$ cat src/rtl/udc_pkg.sv
// Shared types, constants and helpers for the UDP datagram checker.
`timescale 1ns / 1ps
package udc_pkg;

  localparam int LEN_BITS = 16;
  localparam logic [LEN_BITS-1:0] LEN_MAX = {LEN_BITS{1'b1}};
  localparam logic [LEN_BITS-1:0] HDR_BYTES = LEN_BITS'(8);
  localparam logic [15:0] UDP_PROTO = 16'd17;
  localparam logic [15:0] SUM_GOOD = 16'hFFFF;
  localparam int QUEUE_DEPTH = 2;

  localparam logic [2:0] ST_OK        = 3'd0;
  localparam logic [2:0] ST_SHORT     = 3'd1;
  localparam logic [2:0] ST_LEN_LONG  = 3'd2;
  localparam logic [2:0] ST_LEN_SMALL = 3'd3;
  localparam logic [2:0] ST_BAD_SUM   = 3'd4;

  typedef struct packed {
    logic [LEN_BITS-1:0] count;
    logic [15:0]         hdr_len;
    logic [15:0]         source_port;
    logic [15:0]         dst_port;
    logic [15:0]         cksum;
    logic [15:0]         sum;
    logic [7:0]          held;
    logic [31:0]         source_addr;
    logic [31:0]         dst_addr;
  } job_t;

  function automatic logic [15:0] oc_add(logic [15:0] a, logic [15:0] b);
    logic [16:0] s;
    s = {1'b0, a} + {1'b0, b};
    return s[15:0] + {15'b0, s[16]};
  endfunction

endpackage

$ cat src/rtl/udc_front.sv
// Byte intake: header capture and running ones' complement sum.
`timescale 1ns / 1ps
module udc_front (
  input  logic                 clk,
  input  logic                 rst_n,
  input  logic                 take,
  input  logic [7:0]           pkt_byte,
  input  logic                 first_byte,
  input  logic                 last_byte,
  input  logic [31:0]          source_addr,
  input  logic [31:0]          dst_addr,
  output logic                 push,
  output udc_pkg::job_t        job
);
  import udc_pkg::*;

  logic [LEN_BITS-1:0] byte_count_r, byte_count_nxt, pos;
  logic [15:0] sum_r, sum_nxt, source_port_r, source_port_nxt, dst_port_r, dst_port_nxt;
  logic [15:0] len_r, len_nxt, cksum_r, cksum_nxt;
  logic [7:0]  held_r, held_nxt;
  logic [31:0] saddr_r, saddr_nxt, daddr_r, daddr_nxt;
  logic        sat;

  always_comb begin
    pos             = first_byte ? '0 : byte_count_r;
    sum_nxt         = first_byte ? '0 : sum_r;
    held_nxt        = first_byte ? '0 : held_r;
    source_port_nxt = first_byte ? '0 : source_port_r;
    dst_port_nxt    = first_byte ? '0 : dst_port_r;
    len_nxt         = first_byte ? '0 : len_r;
    cksum_nxt       = first_byte ? '0 : cksum_r;
    saddr_nxt       = first_byte ? source_addr : saddr_r;
    daddr_nxt       = first_byte ? dst_addr : daddr_r;
    sat             = (pos == LEN_MAX);
    byte_count_nxt  = sat ? pos : pos + LEN_BITS'(1);
    if (!sat) begin
      if (pos < HDR_BYTES) begin
        case (pos[2:0])
          3'd0: source_port_nxt = {pkt_byte, 8'h00};
          3'd1: source_port_nxt = {source_port_nxt[15:8], pkt_byte};
          3'd2: dst_port_nxt = {pkt_byte, 8'h00};
          3'd3: dst_port_nxt = {dst_port_nxt[15:8], pkt_byte};
          3'd4: len_nxt = {pkt_byte, 8'h00};
          3'd5: len_nxt = {len_nxt[15:8], pkt_byte};
          3'd6: cksum_nxt = {pkt_byte, 8'h00};
          3'd7: cksum_nxt = {cksum_nxt[15:8], pkt_byte};
          default: ;
        endcase
      end
      if (pos < HDR_BYTES || pos < len_nxt) begin
        if (!pos[0]) begin
          held_nxt = pkt_byte;
        end else begin
          sum_nxt = oc_add(sum_nxt, {held_nxt, pkt_byte});
        end
      end
    end
  end

  assign push = take && last_byte;

  always_comb begin
    job.count       = byte_count_nxt;
    job.hdr_len     = len_nxt;
    job.source_port = source_port_nxt;
    job.dst_port    = dst_port_nxt;
    job.cksum       = cksum_nxt;
    job.sum         = sum_nxt;
    job.held        = held_nxt;
    job.source_addr = saddr_nxt;
    job.dst_addr    = daddr_nxt;
  end

  always_ff @(posedge clk) begin
    if (!rst_n) begin
      byte_count_r  <= '0;
      sum_r         <= '0;
      held_r        <= '0;
      source_port_r <= '0;
      dst_port_r    <= '0;
      len_r         <= '0;
      cksum_r       <= '0;
      saddr_r       <= '0;
      daddr_r       <= '0;
    end else if (take) begin
      saddr_r <= saddr_nxt;
      daddr_r <= daddr_nxt;
      if (last_byte) begin
        byte_count_r  <= '0;
        sum_r         <= '0;
        held_r        <= '0;
        source_port_r <= '0;
        dst_port_r    <= '0;
        len_r         <= '0;
        cksum_r       <= '0;
      end else begin
        byte_count_r  <= byte_count_nxt;
        sum_r         <= sum_nxt;
        held_r        <= held_nxt;
        source_port_r <= source_port_nxt;
        dst_port_r    <= dst_port_nxt;
        len_r         <= len_nxt;
        cksum_r       <= cksum_nxt;
      end
    end
  end

endmodule

$ cat src/rtl/udc_queue.sv
// Short request queue between the byte intake and the verdict pipeline.
`timescale 1ns / 1ps
module udc_queue (
  input  logic          clk,
  input  logic          rst_n,
  input  logic          push,
  input  udc_pkg::job_t push_job,
  output logic          full,
  input  logic          pop,
  output logic          head_vld,
  output udc_pkg::job_t head_job
);
  import udc_pkg::*;

  localparam int PW = $clog2(QUEUE_DEPTH);

  job_t              mem_r [QUEUE_DEPTH];
  logic [PW-1:0]     wr_ptr_r, rd_ptr_r;
  logic [PW:0]       count_r;

  assign full     = (count_r == (PW+1)'(QUEUE_DEPTH));
  assign head_vld = (count_r != '0);
  assign head_job = mem_r[rd_ptr_r];

  always_ff @(posedge clk) begin
    if (push) begin
      mem_r[wr_ptr_r] <= push_job;
    end
  end

  always_ff @(posedge clk) begin
    if (!rst_n) begin
      wr_ptr_r <= '0;
      rd_ptr_r <= '0;
      count_r  <= '0;
    end else begin
      if (push) begin
        wr_ptr_r <= (wr_ptr_r == PW'(QUEUE_DEPTH - 1)) ? '0 : wr_ptr_r + PW'(1);
      end
      if (pop) begin
        rd_ptr_r <= (rd_ptr_r == PW'(QUEUE_DEPTH - 1)) ? '0 : rd_ptr_r + PW'(1);
      end
      case ({push, pop})
        2'b10:   count_r <= count_r + (PW+1)'(1);
        2'b01:   count_r <= count_r - (PW+1)'(1);
        default: count_r <= count_r;
      endcase
    end
  end

`ifndef SYNTHESIS
  a_no_overflow: assert property (@(posedge clk) disable iff (!rst_n)
    full && !pop |-> !push) else $error("queue overflow");
  a_no_underflow: assert property (@(posedge clk) disable iff (!rst_n)
    pop |-> head_vld) else $error("queue underflow");
  a_count_bound: assert property (@(posedge clk) disable iff (!rst_n)
    count_r <= (PW+1)'(QUEUE_DEPTH)) else $error("queue count out of range");
`endif

endmodule

$ cat src/rtl/udc_back.sv
// Verdict pipeline: pseudo-header sum, length checks and result register.
`timescale 1ns / 1ps
module udc_back (
  input  logic          clk,
  input  logic          rst_n,
  input  logic          head_vld,
  input  udc_pkg::job_t head_job,
  output logic          pop,
  output logic          out_valid,
  input  logic          out_ready,
  output logic [2:0]    out_status,
  output logic          out_checksum_skipped,
  output logic [15:0]   out_source_port,
  output logic [15:0]   out_dest_port,
  output logic [15:0]   out_payload_len
);
  import udc_pkg::*;

  logic        a_vld_r, out_vld_r, a_ready, b_load;
  logic [17:0] s1_r, s2_r;
  logic [2:0]  a_status_r;
  logic        a_check_r, a_skip_r;
  logic [15:0] a_sport_r, a_dport_r, a_plen_r;
  logic [2:0]  a_status;
  logic [15:0] pad;
  logic [18:0] t;
  logic [16:0] f;
  logic [15:0] total;
  logic [2:0]  b_status;

  assign b_load  = a_vld_r && (!out_vld_r || out_ready);
  assign a_ready = !a_vld_r || b_load;
  assign pop     = head_vld && a_ready;

  always_comb begin
    pad = head_job.hdr_len[0] ? {head_job.held, 8'h00} : 16'h0000;
    if (head_job.count < HDR_BYTES) begin
      a_status = ST_SHORT;
    end else if (head_job.hdr_len > head_job.count) begin
      a_status = ST_LEN_LONG;
    end else if (head_job.hdr_len < HDR_BYTES) begin
      a_status = ST_LEN_SMALL;
    end else begin
      a_status = ST_OK;
    end
  end

  always_ff @(posedge clk) begin
    if (pop) begin
      s1_r <= {2'b00, head_job.sum} + {2'b00, pad}
            + {2'b00, head_job.source_addr[31:16]} + {2'b00, head_job.source_addr[15:0]};
      s2_r <= {2'b00, head_job.dst_addr[31:16]} + {2'b00, head_job.dst_addr[15:0]}
            + {2'b00, UDP_PROTO} + {2'b00, head_job.hdr_len};
      a_status_r <= a_status;
      a_check_r  <= (a_status == ST_OK);
      a_skip_r   <= (head_job.cksum == 16'h0000);
      a_sport_r  <= head_job.source_port;
      a_dport_r  <= head_job.dst_port;
      a_plen_r   <= head_job.hdr_len - 16'd8;
    end
  end

  always_comb begin
    t     = {1'b0, s1_r} + {1'b0, s2_r};
    f     = {1'b0, t[15:0]} + {14'b0, t[18:16]};
    total = f[15:0] + {15'b0, f[16]};
    if (!a_check_r) begin
      b_status = a_status_r;
    end else if (!a_skip_r && total != SUM_GOOD) begin
      b_status = ST_BAD_SUM;
    end else begin
      b_status = ST_OK;
    end
  end

  always_ff @(posedge clk) begin
    if (!rst_n) begin
      a_vld_r   <= 1'b0;
      out_vld_r <= 1'b0;
    end else begin
      if (a_ready) begin
        a_vld_r <= head_vld;
      end
      if (b_load) begin
        out_vld_r <= 1'b1;
      end else if (out_ready) begin
        out_vld_r <= 1'b0;
      end
    end
  end

  always_ff @(posedge clk) begin
    if (b_load) begin
      out_status           <= b_status;
      out_checksum_skipped <= (b_status == ST_OK) && a_skip_r;
      out_source_port      <= a_sport_r;
      out_dest_port        <= a_dport_r;
      out_payload_len      <= (b_status == ST_OK) ? a_plen_r : 16'h0000;
    end
  end

  assign out_valid = out_vld_r;

`ifndef SYNTHESIS
  a_status_range: assert property (@(posedge clk) disable iff (!rst_n)
    out_valid |-> out_status <= ST_BAD_SUM) else $error("status code out of range");
  a_skip_only_ok: assert property (@(posedge clk) disable iff (!rst_n)
    out_valid && out_checksum_skipped |-> out_status == ST_OK)
    else $error("checksum skip flagged on failed verdict");
  a_plen_only_ok: assert property (@(posedge clk) disable iff (!rst_n)
    out_valid && out_status != ST_OK |-> out_payload_len == 16'h0000)
    else $error("payload length on failed verdict");
  a_load_valid: assert property (@(posedge clk) disable iff (!rst_n)
    b_load |=> out_valid) else $error("verdict load lost");
`endif

endmodule

$ cat src/rtl/udp_datagram_check.sv
// Top level of the UDP datagram checker.
// Throughput: one byte request per cycle while the request queue is not full, across datagram boundaries.
// After the last byte is accepted, the verdict passes through the request queue entry,
//   the pseudo-header sum stage and the result register before it is valid.
// A two-entry request queue lets bytes flow while verdicts wait at the output.
// Synchronous active-low reset clears the byte count, sum, header and addresses.
`timescale 1ns / 1ps
module udp_datagram_check (
  input  logic        clk,
  input  logic        rst_n,
  input  logic        in_valid,
  output logic        in_ready,
  input  logic [7:0]  in_pkt_byte,
  input  logic        in_first_byte,
  input  logic        in_last_byte,
  input  logic [31:0] in_source_addr,
  input  logic [31:0] in_dst_addr,
  output logic        out_valid,
  input  logic        out_ready,
  output logic [2:0]  out_status,
  output logic        out_checksum_skipped,
  output logic [15:0] out_source_port,
  output logic [15:0] out_dest_port,
  output logic [15:0] out_payload_len
);
  import udc_pkg::*;

  logic  take, push, full, pop, head_vld;
  job_t  push_job, head_job;

  assign in_ready = !full;
  assign take     = in_valid && in_ready;

  udc_front u_front (
    .clk         (clk),
    .rst_n       (rst_n),
    .take        (take),
    .pkt_byte    (in_pkt_byte),
    .first_byte  (in_first_byte),
    .last_byte   (in_last_byte),
    .source_addr (in_source_addr),
    .dst_addr    (in_dst_addr),
    .push        (push),
    .job         (push_job)
  );

  udc_queue u_queue (
    .clk      (clk),
    .rst_n    (rst_n),
    .push     (push),
    .push_job (push_job),
    .full     (full),
    .pop      (pop),
    .head_vld (head_vld),
    .head_job (head_job)
  );

  udc_back u_back (
    .clk                  (clk),
    .rst_n                (rst_n),
    .head_vld             (head_vld),
    .head_job             (head_job),
    .pop                  (pop),
    .out_valid            (out_valid),
    .out_ready            (out_ready),
    .out_status           (out_status),
    .out_checksum_skipped (out_checksum_skipped),
    .out_source_port      (out_source_port),
    .out_dest_port        (out_dest_port),
    .out_payload_len      (out_payload_len)
  );

endmodule
$ cat config.mk
export PLATFORM = sky130hd
export DESIGN_NAME = udp_datagram_check
export DESIGN_NICKNAME = d
export VERILOG_FILES = /design/src/rtl/udc_pkg.sv /design/src/rtl/udc_front.sv /design/src/rtl/udc_queue.sv /design/src/rtl/udc_back.sv /design/src/rtl/udp_datagram_check.sv
export SDC_FILE = /design/constraint.sdc
export NUM_CORES = 1
export LEC_CHECK = 0
export BUFFER_PORTS_ARGS = -buffer_cell sky130_fd_sc_hd__buf_2
export CORE_MARGIN = 5
export CORE_UTILIZATION = 50
export CTS_CLUSTER_SIZE = 16
export DETAILED_ROUTE_END_ITERATION = 16
export PLACE_DENSITY = 0.67
export SLEW_MARGIN = 20
export SYNTH_ARGS = -nofsm -noshare
export SYNTH_HDL_FRONTEND = slang
export SYNTH_SLANG_ARGS = --single-unit
export TNS_END_PERCENT = 10
$ cat constraint.sdc
create_clock -name clk -period 9.9 [get_ports clk]
set_clock_uncertainty 0.2 [all_clocks]
set_input_delay 0 -clock clk [delete_from_list [all_inputs] [get_ports clk]]
set_output_delay 0 -clock clk [all_outputs]
set_load 0.02 [all_outputs]
==> flow_summary_export.csv, run 1 <==
group,metric,value,unit
yosys,postSynthCellCount,2563,
detailed_routing,post_drt_wl_per_cell,19.41,um
yosys,ys_seq_area_share,56.20,%
cells_and_area,ff_latch_area,17800,um^2
min_path,hold_path.class,"input port to flip-flop",
worst_setup_path,cp-end-kind,"flip-flop",
floorplan,fp.dieH,261.7,um
floorplan,die_w,261.7,um
global_route,track_usage,20.38,%
power_and_ir_drop,total_power,10890,uW
timing,report.final.slew_viol_count,0,
yosys,synth_cell_types,86,
timing,setup_viol,0,
cells_and_area,fillCellCount,5101,
timing,hold_viol,0,
yosys,synth_top_flop_cell,"edfxtp_1",
cells_and_area,multi_input_area,13180,um^2
place,dp_hpwl,47520,um
detailed_routing,num_vias,20560,
worst_setup_path,regToRegStartpoint,"u_back.s2_r[0]$_DFFE_PP_",
clocking,clkTransAtPathRegs,0.06,ns
timing,fmax,123.7,MHz
place,port_buffers,131,
cells_and_area,num_antenna_cells,0,
worst_setup_path,path_max_fanout,16,
power_and_ir_drop,vdd_ir_drop_max,191.0,uV
clocking,clock_sinks,651,
detailed_routing,wl,70760,um
timing,period_share,81.64,%
detailed_routing,vias_per_cell,5.638,
global_route,grt_max_degree,106,
global_route,met3_usage,2.834,%
worst_setup_path,cp_data_required_time,10.13,ns
global_route,grt-busiest-layer,"met2",
global_route,grt_overflow,0,
worst_setup_path,worstReg2RegEnd,"u_back.out_payload_len[2]$_SDFFCE_PP0P_",
global_route,first_global_vias,20340,
cells_and_area,syn2layout_area_growth,14.33,%
worst_setup_path,path_class,"flip-flop to flip-flop",
worst_setup_path,cpMostUsedCell,"ha_1",
yosys,syn_nets,2816,
timing,relSlewSlack,25.99,%
global_route,grt_pass1_wl,111000,um
clocking,root_buffer,"clkbuf_16",
worst_setup_path,reg2regPathDepth,32,
floorplan,core,62850,um^2
detailed_routing,drtIter0Drc,1625,
worst_setup_path,crit_path_start,"u_back.s2_r[0]$_DFFE_PP_",
detailed_routing,drt_pass1_iterations,6,
run_status,status,"finished, final reports clean",
yosys,synth-edff-count,476,
min_path,worstHoldEndpoint,"u_front.saddr_r[30]$_SDFFE_PN0P_",
clocking,numCtsBuffers,69,
yosys,ys_seq_elements,651,
yosys,syn_area,31670,um^2
worst_setup_path,worstPathArrival,8.32,ns
floorplan,ios,132,
clocking,clock_path_buffers,3,
worst_setup_path,r2r_slack,1.82,ns
global_route,met2_usage,33.38,%
cells_and_area,final_cell_area,36210,um^2
min_path,min_path_cells,4,
yosys,synth_area_per_cell,12.36,um^2
power_and_ir_drop,power-per-cell-area,300.9,nW/um^2
global_route,grt.met1_usage,28.61,%
timing,worst_pin_slew,1.110,ns
clocking,htreeDepth,3,
timing,layout_min_cycle_time,8.083,ns
timing,rsz0062_at_grt,"no",
run,max-cap-violations,0,
worst_setup_path,slowest_delay,0.60,ns
global_route,grt_antenna_before_repair,1,
yosys,yosys_warnings,0,
floorplan,initial_utilization,50.39,%
cells_and_area,nNetsFinal,2998,
floorplan,fp-row-count,92,
worst_setup_path,crit_slowest_cell,"or4_4",
worst_setup_path,start_kind,"flip-flop",
detailed_routing,ant_nets,0,
clocking,post_cts.repair.setup_buffers,0,
floorplan,dieArea,68470,um^2
clocking,cts_tree,"built",
timing,setup_tns,0,ns
min_path,hp-start,"in_valid",
cells_and_area,mostFrequentLayoutCells,"edfxtp_1 (476), nand2_1 (226), mux2_2 (181)",
yosys,synth-async-reset-ratio,0,%
detailed_routing,drc,0,
place,gp_congestion,0.8806,
power_and_ir_drop,power.leakage,0.01317,uW
timing,hold_ws,0.05522,ns
clocking,clk_latency,0.60,ns
cells_and_area,drive_above_1_share,17.11,%
place,place_area,33140,um^2
cells_and_area,final_common_cell,"edfxtp_1",
==> flip-flops by register name, indices dropped and copies added, names as in the netlist, 18 cells and up, named ones only <==
signal           count
u_back.s1_r         18
u_front.saddr_r     32
u_back.s2_r         18
u_front.daddr_r     32
u_queue.mem_r      336
==> report_power, final <==
part	leakage [uW]	internal, uW	total, uW	switching, uW
Combinational	0.00620	1760	4660	2900
Clock	0.00111	1530	2570	1050
Sequential	0.00586	3530	3660	126
==> logic make-up after synthesis <==
group           count (synthesis)  share of synthesized area [%]
buf+inv                       194                          2.359
fa+ha+maj                     175                          7.459
mux                           221                          7.700
compound gates                497                          11.58
flops                         651                          56.20
xor+xnor                      113                          3.149
simple gates                  712                          11.56
==> cells in the mapped netlist, types with 6 or more instances <==
master     instances  area [um^2]
a211o_1            8        70.07
a211oi_1           9        67.56
a21boi_0          72        540.5
a21o_1            31        232.7
a21oi_1           66        330.3
a22o_1            51        446.7
a22oi_1           91        683.2
a31oi_1           16        100.1
a32o_1             9        90.09
and2_1            18        112.6
and3_1            16        100.1
and4_1             6        52.55
buf_1             22        82.58
clkbuf_1          92        345.3
dfxtp_1          175         3503
edfxtp_1         476        14290
fa_1              23        460.4
ha_1             152         1902
inv_1             77        289.0
mux2_2           181         2038
mux2i_1           40        400.4
nand2_1          227        852.1
nand2b_1          21        131.4
nand3_1           54        270.3
nand4_1           16        100.1
nor2_1            97        364.1
nor2b_1          157        982.2
nor2b_2           10        87.58
nor3_1            28        140.1
nor4_1            13        81.33
o2111ai_1          8        70.07
o21a_1            13        97.59
o21ai_0           47        235.2
o21bai_1          16        120.1
or3_1             11        68.82
or4_1              6        45.04
xnor2_1           90        788.3
xor2_1            22        192.7
==> layout make-up <==
| class | count | share of cell area (%) |
|---|---|---|
| Sequential cell | 651 | 49.16 |
| Multi-Input combinational cell | 1718 | 36.41 |
| Clock buffer | 94 | 5.401 |
| Timing Repair Buffer | 228 | 4.389 |
| Tap cell | 846 | 2.924 |
| Clock inverter | 32 | 0.9123 |
| Inverter | 77 | 0.7983 |
==> how the worst max path moves through the flow <==
stage | endpoint | cells past startpoint
2_1_floorplan | u_queue.mem_r[0][0]$_DFFE_PP_ | 4
3_3_place_gp | u_back.out_payload_len[15]$_SDFFCE_PP0P_ | 32
3_5_place_dp | u_back.out_payload_len[1]$_SDFFCE_PP0P_ | 32
4_1_cts | u_back.out_payload_len[2]$_SDFFCE_PP0P_ | 32
5_1_grt | u_back.out_payload_len[1]$_SDFFCE_PP0P_ | 32
6_report | u_back.out_payload_len[2]$_SDFFCE_PP0P_ | 32
==> per-stage QoR <==
step | setup WS (ns) | utilization (%) | instances
after global placement | 2.161 | 52.72 | 3443
after global routing | 1.302 | 57.61 | 3646
after floorplan | 1.084 | - | 2563
final | 1.817 | 57.61 | 3646
after CTS | 1.906 | 57.59 | 3646
after detailed placement | 1.960 | 52.72 | 3443
==> worst max-delay path, delay by kind of cell (launching register included) <==
family	cells	cell delay (ns)
xor+xnor	2	0.47
buf+inv	2	0.14
flops	1	0.38
fa+ha+maj	5	1.21
simple gates	14	3.15
compound gates	9	2.38
==> repair_timing <==
action                     in CTS  in global routing
resized for setup               0                  0
setup endpoints to repair       0                  0
hold endpoints to repair      441                  0
hold buffers                   77                  0
==> metal layers <==
metal | part of all wire [%] | wire length [um]
met5 | 0 | 0
met4 | 2.2 | 1577
met3 | 5.0 | 3566
met2 | 47 | 33560
met1 | 45 | 32060
No activity file was read; power rests on OpenSTA's default activity.
==> run 2, diff against run 1 <==
- ABC_AREA: default -> 1
- clock period: 9.9 -> 7.9 ns (I/O delays scaled with it)
==> run 2 against run 1 <==
Wire length is 1.4% higher. Worst setup slack got worse by 0.25 ns. Clock-buffer cell count grew 3. Combinational power up 54%. Sequential power up 32%. Largest power group unchanged.
==> flow_summary_export.csv, run 2 <==
group,metric,value,unit
place,gp_congestion,0.9041,
detailed_routing,ant_nets,0,
worst_setup_path,crit_slowest_cell,"fa_1",
floorplan,dieArea,69860,um^2
clocking,clk_latency,0.60,ns
yosys,yosys_warnings,0,
power_and_ir_drop,power-per-cell-area,416.6,nW/um^2
yosys,syn_nets,3722,
min_path,hp-start,"out_ready",
clocking,htreeDepth,3,
timing,setup_viol,0,
timing,report.final.slew_viol_count,0,
cells_and_area,mostFrequentLayoutCells,"nand2_1 (1017), edfxtp_1 (476), inv_1 (360)",
worst_setup_path,path_class,"flip-flop to flip-flop",
cells_and_area,largestRegisters,"u_queue.mem_r (336), u_front.daddr_r (32), u_front.saddr_r (32)",
yosys,synth_top_flop_cell,"edfxtp_1",
place,place_area,33720,um^2
min_path,hold_path.class,"input port to flip-flop",
yosys,yosys.cell_count.top_type,"nand2_1",
global_route,track_usage,20.28,%
detailed_routing,post_drt_wl_per_cell,15.78,um
yosys,ys_top_cells_by_area,"edfxtp_1 (44%), nand2_1 (12%), dfxtp_1 (11%)",
timing,hold_ws,0.09681,ns
cells_and_area,final_common_cell,"nand2_1",
run,max-cap-violations,0,
place,place_ws,1.603,ns
yosys,synth-async-reset-ratio,0,%
run_status,status,"finished, final reports clean",
timing,hold_viol,0,
timing,worst_pin_slew,1.155,ns
timing,layout_min_cycle_time,6.334,ns
cells_and_area,nNetsFinal,3891,
worst_setup_path,worstPathArrival,6.57,ns
yosys,ys_seq_elements,651,
power_and_ir_drop,vdd_ir_drop_max,382.9,uV
yosys,synth_top_area_cell,"edfxtp_1",
global_route,grt-busiest-layer,"met2",
timing,fmax,157.9,MHz
yosys,syn_area,32340,um^2
floorplan,fp-row-count,93,
place,dp_hpwl,47420,um
worst_setup_path,crit_path_start,"u_back.s2_r[0]$_DFFE_PP_",
floorplan,initial_utilization,50.34,%
clocking,post_cts.repair.setup_buffers,0,
clocking,clkTransAtPathRegs,0.06,ns
detailed_routing,drtIter0Drc,1550,
cells_and_area,drive_above_1_share,10.32,%
global_route,grt_overflow,0,
cells_and_area,top_register,"u_queue.mem_r",
floorplan,fp.dieH,264.3,um
timing,relSlewSlack,21.97,%
global_route,met3_usage,2.897,%
cells_and_area,num_antenna_cells,0,
floorplan,die_w,264.3,um
floorplan,ios,132,
clocking,clock_sinks,651,
global_route,grt_max_degree,169,
clocking,root_buffer,"clkbuf_16",
detailed_routing,vias_per_cell,5.136,
worst_setup_path,cpMostUsedCell,"nand2_1",
detailed_routing,num_vias,23360,
clocking,clock_path_buffers,3,
detailed_routing,drc,0,
cells_and_area,final_cell_area,36900,um^2
worst_setup_path,regToRegStartpoint,"u_back.s2_r[0]$_DFFE_PP_",
global_route,met2_usage,34.05,%
global_route,grt_pass1_wl,115700,um
worst_setup_path,start_kind,"flip-flop",
timing,layout_setup_ws,1.566,ns
floorplan,core,64230,um^2
detailed_routing,wl,71760,um
clocking,cts_tree,"built",
yosys,ys_seq_area_share,55.04,%
worst_setup_path,path_max_fanout,17,
worst_setup_path,slowest_delay,0.40,ns
timing,period_share,80.18,%
timing,setup_tns,0,ns
yosys,synth_top_area_share,44.20,%
place,port_buffers,131,
power_and_ir_drop,power.leakage,0.01534,uW
global_route,grt_antenna_before_repair,3,
cells_and_area,largest_reg_flops,336,
yosys,synth_cell_types,55,
yosys,synth_area_per_cell,9.321,um^2
timing,rsz0062_at_grt,"no",
worst_setup_path,cp_data_required_time,8.13,ns
yosys,synth-edff-count,476,
global_route,grt.met1_usage,28.03,%
yosys,synthTopCellsByCount,"nand2_1 (1018), edfxtp_1 (476), inv_1 (362)",
worst_setup_path,cp-end-kind,"flip-flop",
detailed_routing,drt_pass1_iterations,8,
cells_and_area,syn2layout_area_growth,14.12,%
yosys,postSynthCellCount,3469,
global_route,first_global_vias,22300,
clocking,numCtsBuffers,69,
run 2: cell count changes in the layout (fill, tap and decap cells not counted), sizes merged, moves of 167 or more:
cell   change
a21oi    +219
inv      +297
nand2    +824
mux2     -181
nor2b    -167
o21ai    +184
run 2: repair_timing:
item	CTS	global route
resized for setup	0	0
hold buffers	81	0
endpoints found under the hold margin	413	0
run 2: kinds of logic after synthesis:
logic type | share of synthesized area, %
AOI/OAI and AO/OA | 9.747
xor gates and xnor gates | 2.329
adders and majority gates | 7.305
buffers and inverters | 6.129
DFF | 55.04
muxes | 0.6810
and+or+nand+nor | 18.77
run 2: power breakdown:
group | internal, uW | switching (uW) | total, uW
Sequential | 4650 | 192 | 4840
Clock | 2040 | 1310 | 3340
Combinational | 2390 | 4800 | 7190
run 2: metrics by stage:
stage / utilization, % / instances / power (uW)
finish: 57.45 / 4548 / 15370
CTS: 57.45 / 4548 / 15460
global placement: 52.50 / 4341 / 11950
global route: 57.45 / 4548 / 16590
floorplan: - / 3469 / 10130
detailed placement: 52.50 / 4341 / 12060
run 2: final cells by class:
| type | instances | area (um^2) |
|---|---|---|
| sequential | 651 | 17800 |
| multi-input combinational | 2305 | 12600 |
| timing repair buffer | 229 | 1622 |
| clock buffer | 97 | 1966 |
| fill | 5528 | 27330 |
| tap | 855 | 1070 |
| inverter | 382 | 1439 |
| clock inverter | 29 | 405.4 |
run 2: layer usage:
metal	part of all wire [%]	vias up
met3	4.8	95
met2	47	478
li1	-	11910
met4	2.0	2
met1	46	10880
met5	0.015	-
run 2: final timing paths:
path	endpoint	cells past startpoint	slack, ns
setup / recovery	u_back.out_payload_len[5]$_SDFFCE_PP0P_	43	1.57
hold / removal	u_back.a_vld_r$_SDFFE_PN0N_	5	0.1
setup reg to reg	u_back.out_payload_len[5]$_SDFFCE_PP0P_	43	1.57
hold reg to reg	u_back.out_source_port[15]$_DFFE_PP_	0	0.22
run 2: critical path: cells and delay by family (launching register included):
kind            cells  cell delay (ns)
buf+inv             5             0.34
xor+xnor            1             0.20
compound gates      2             0.50
fa+ha+maj           6             1.59
flops               1             0.33
simple gates       29             2.98
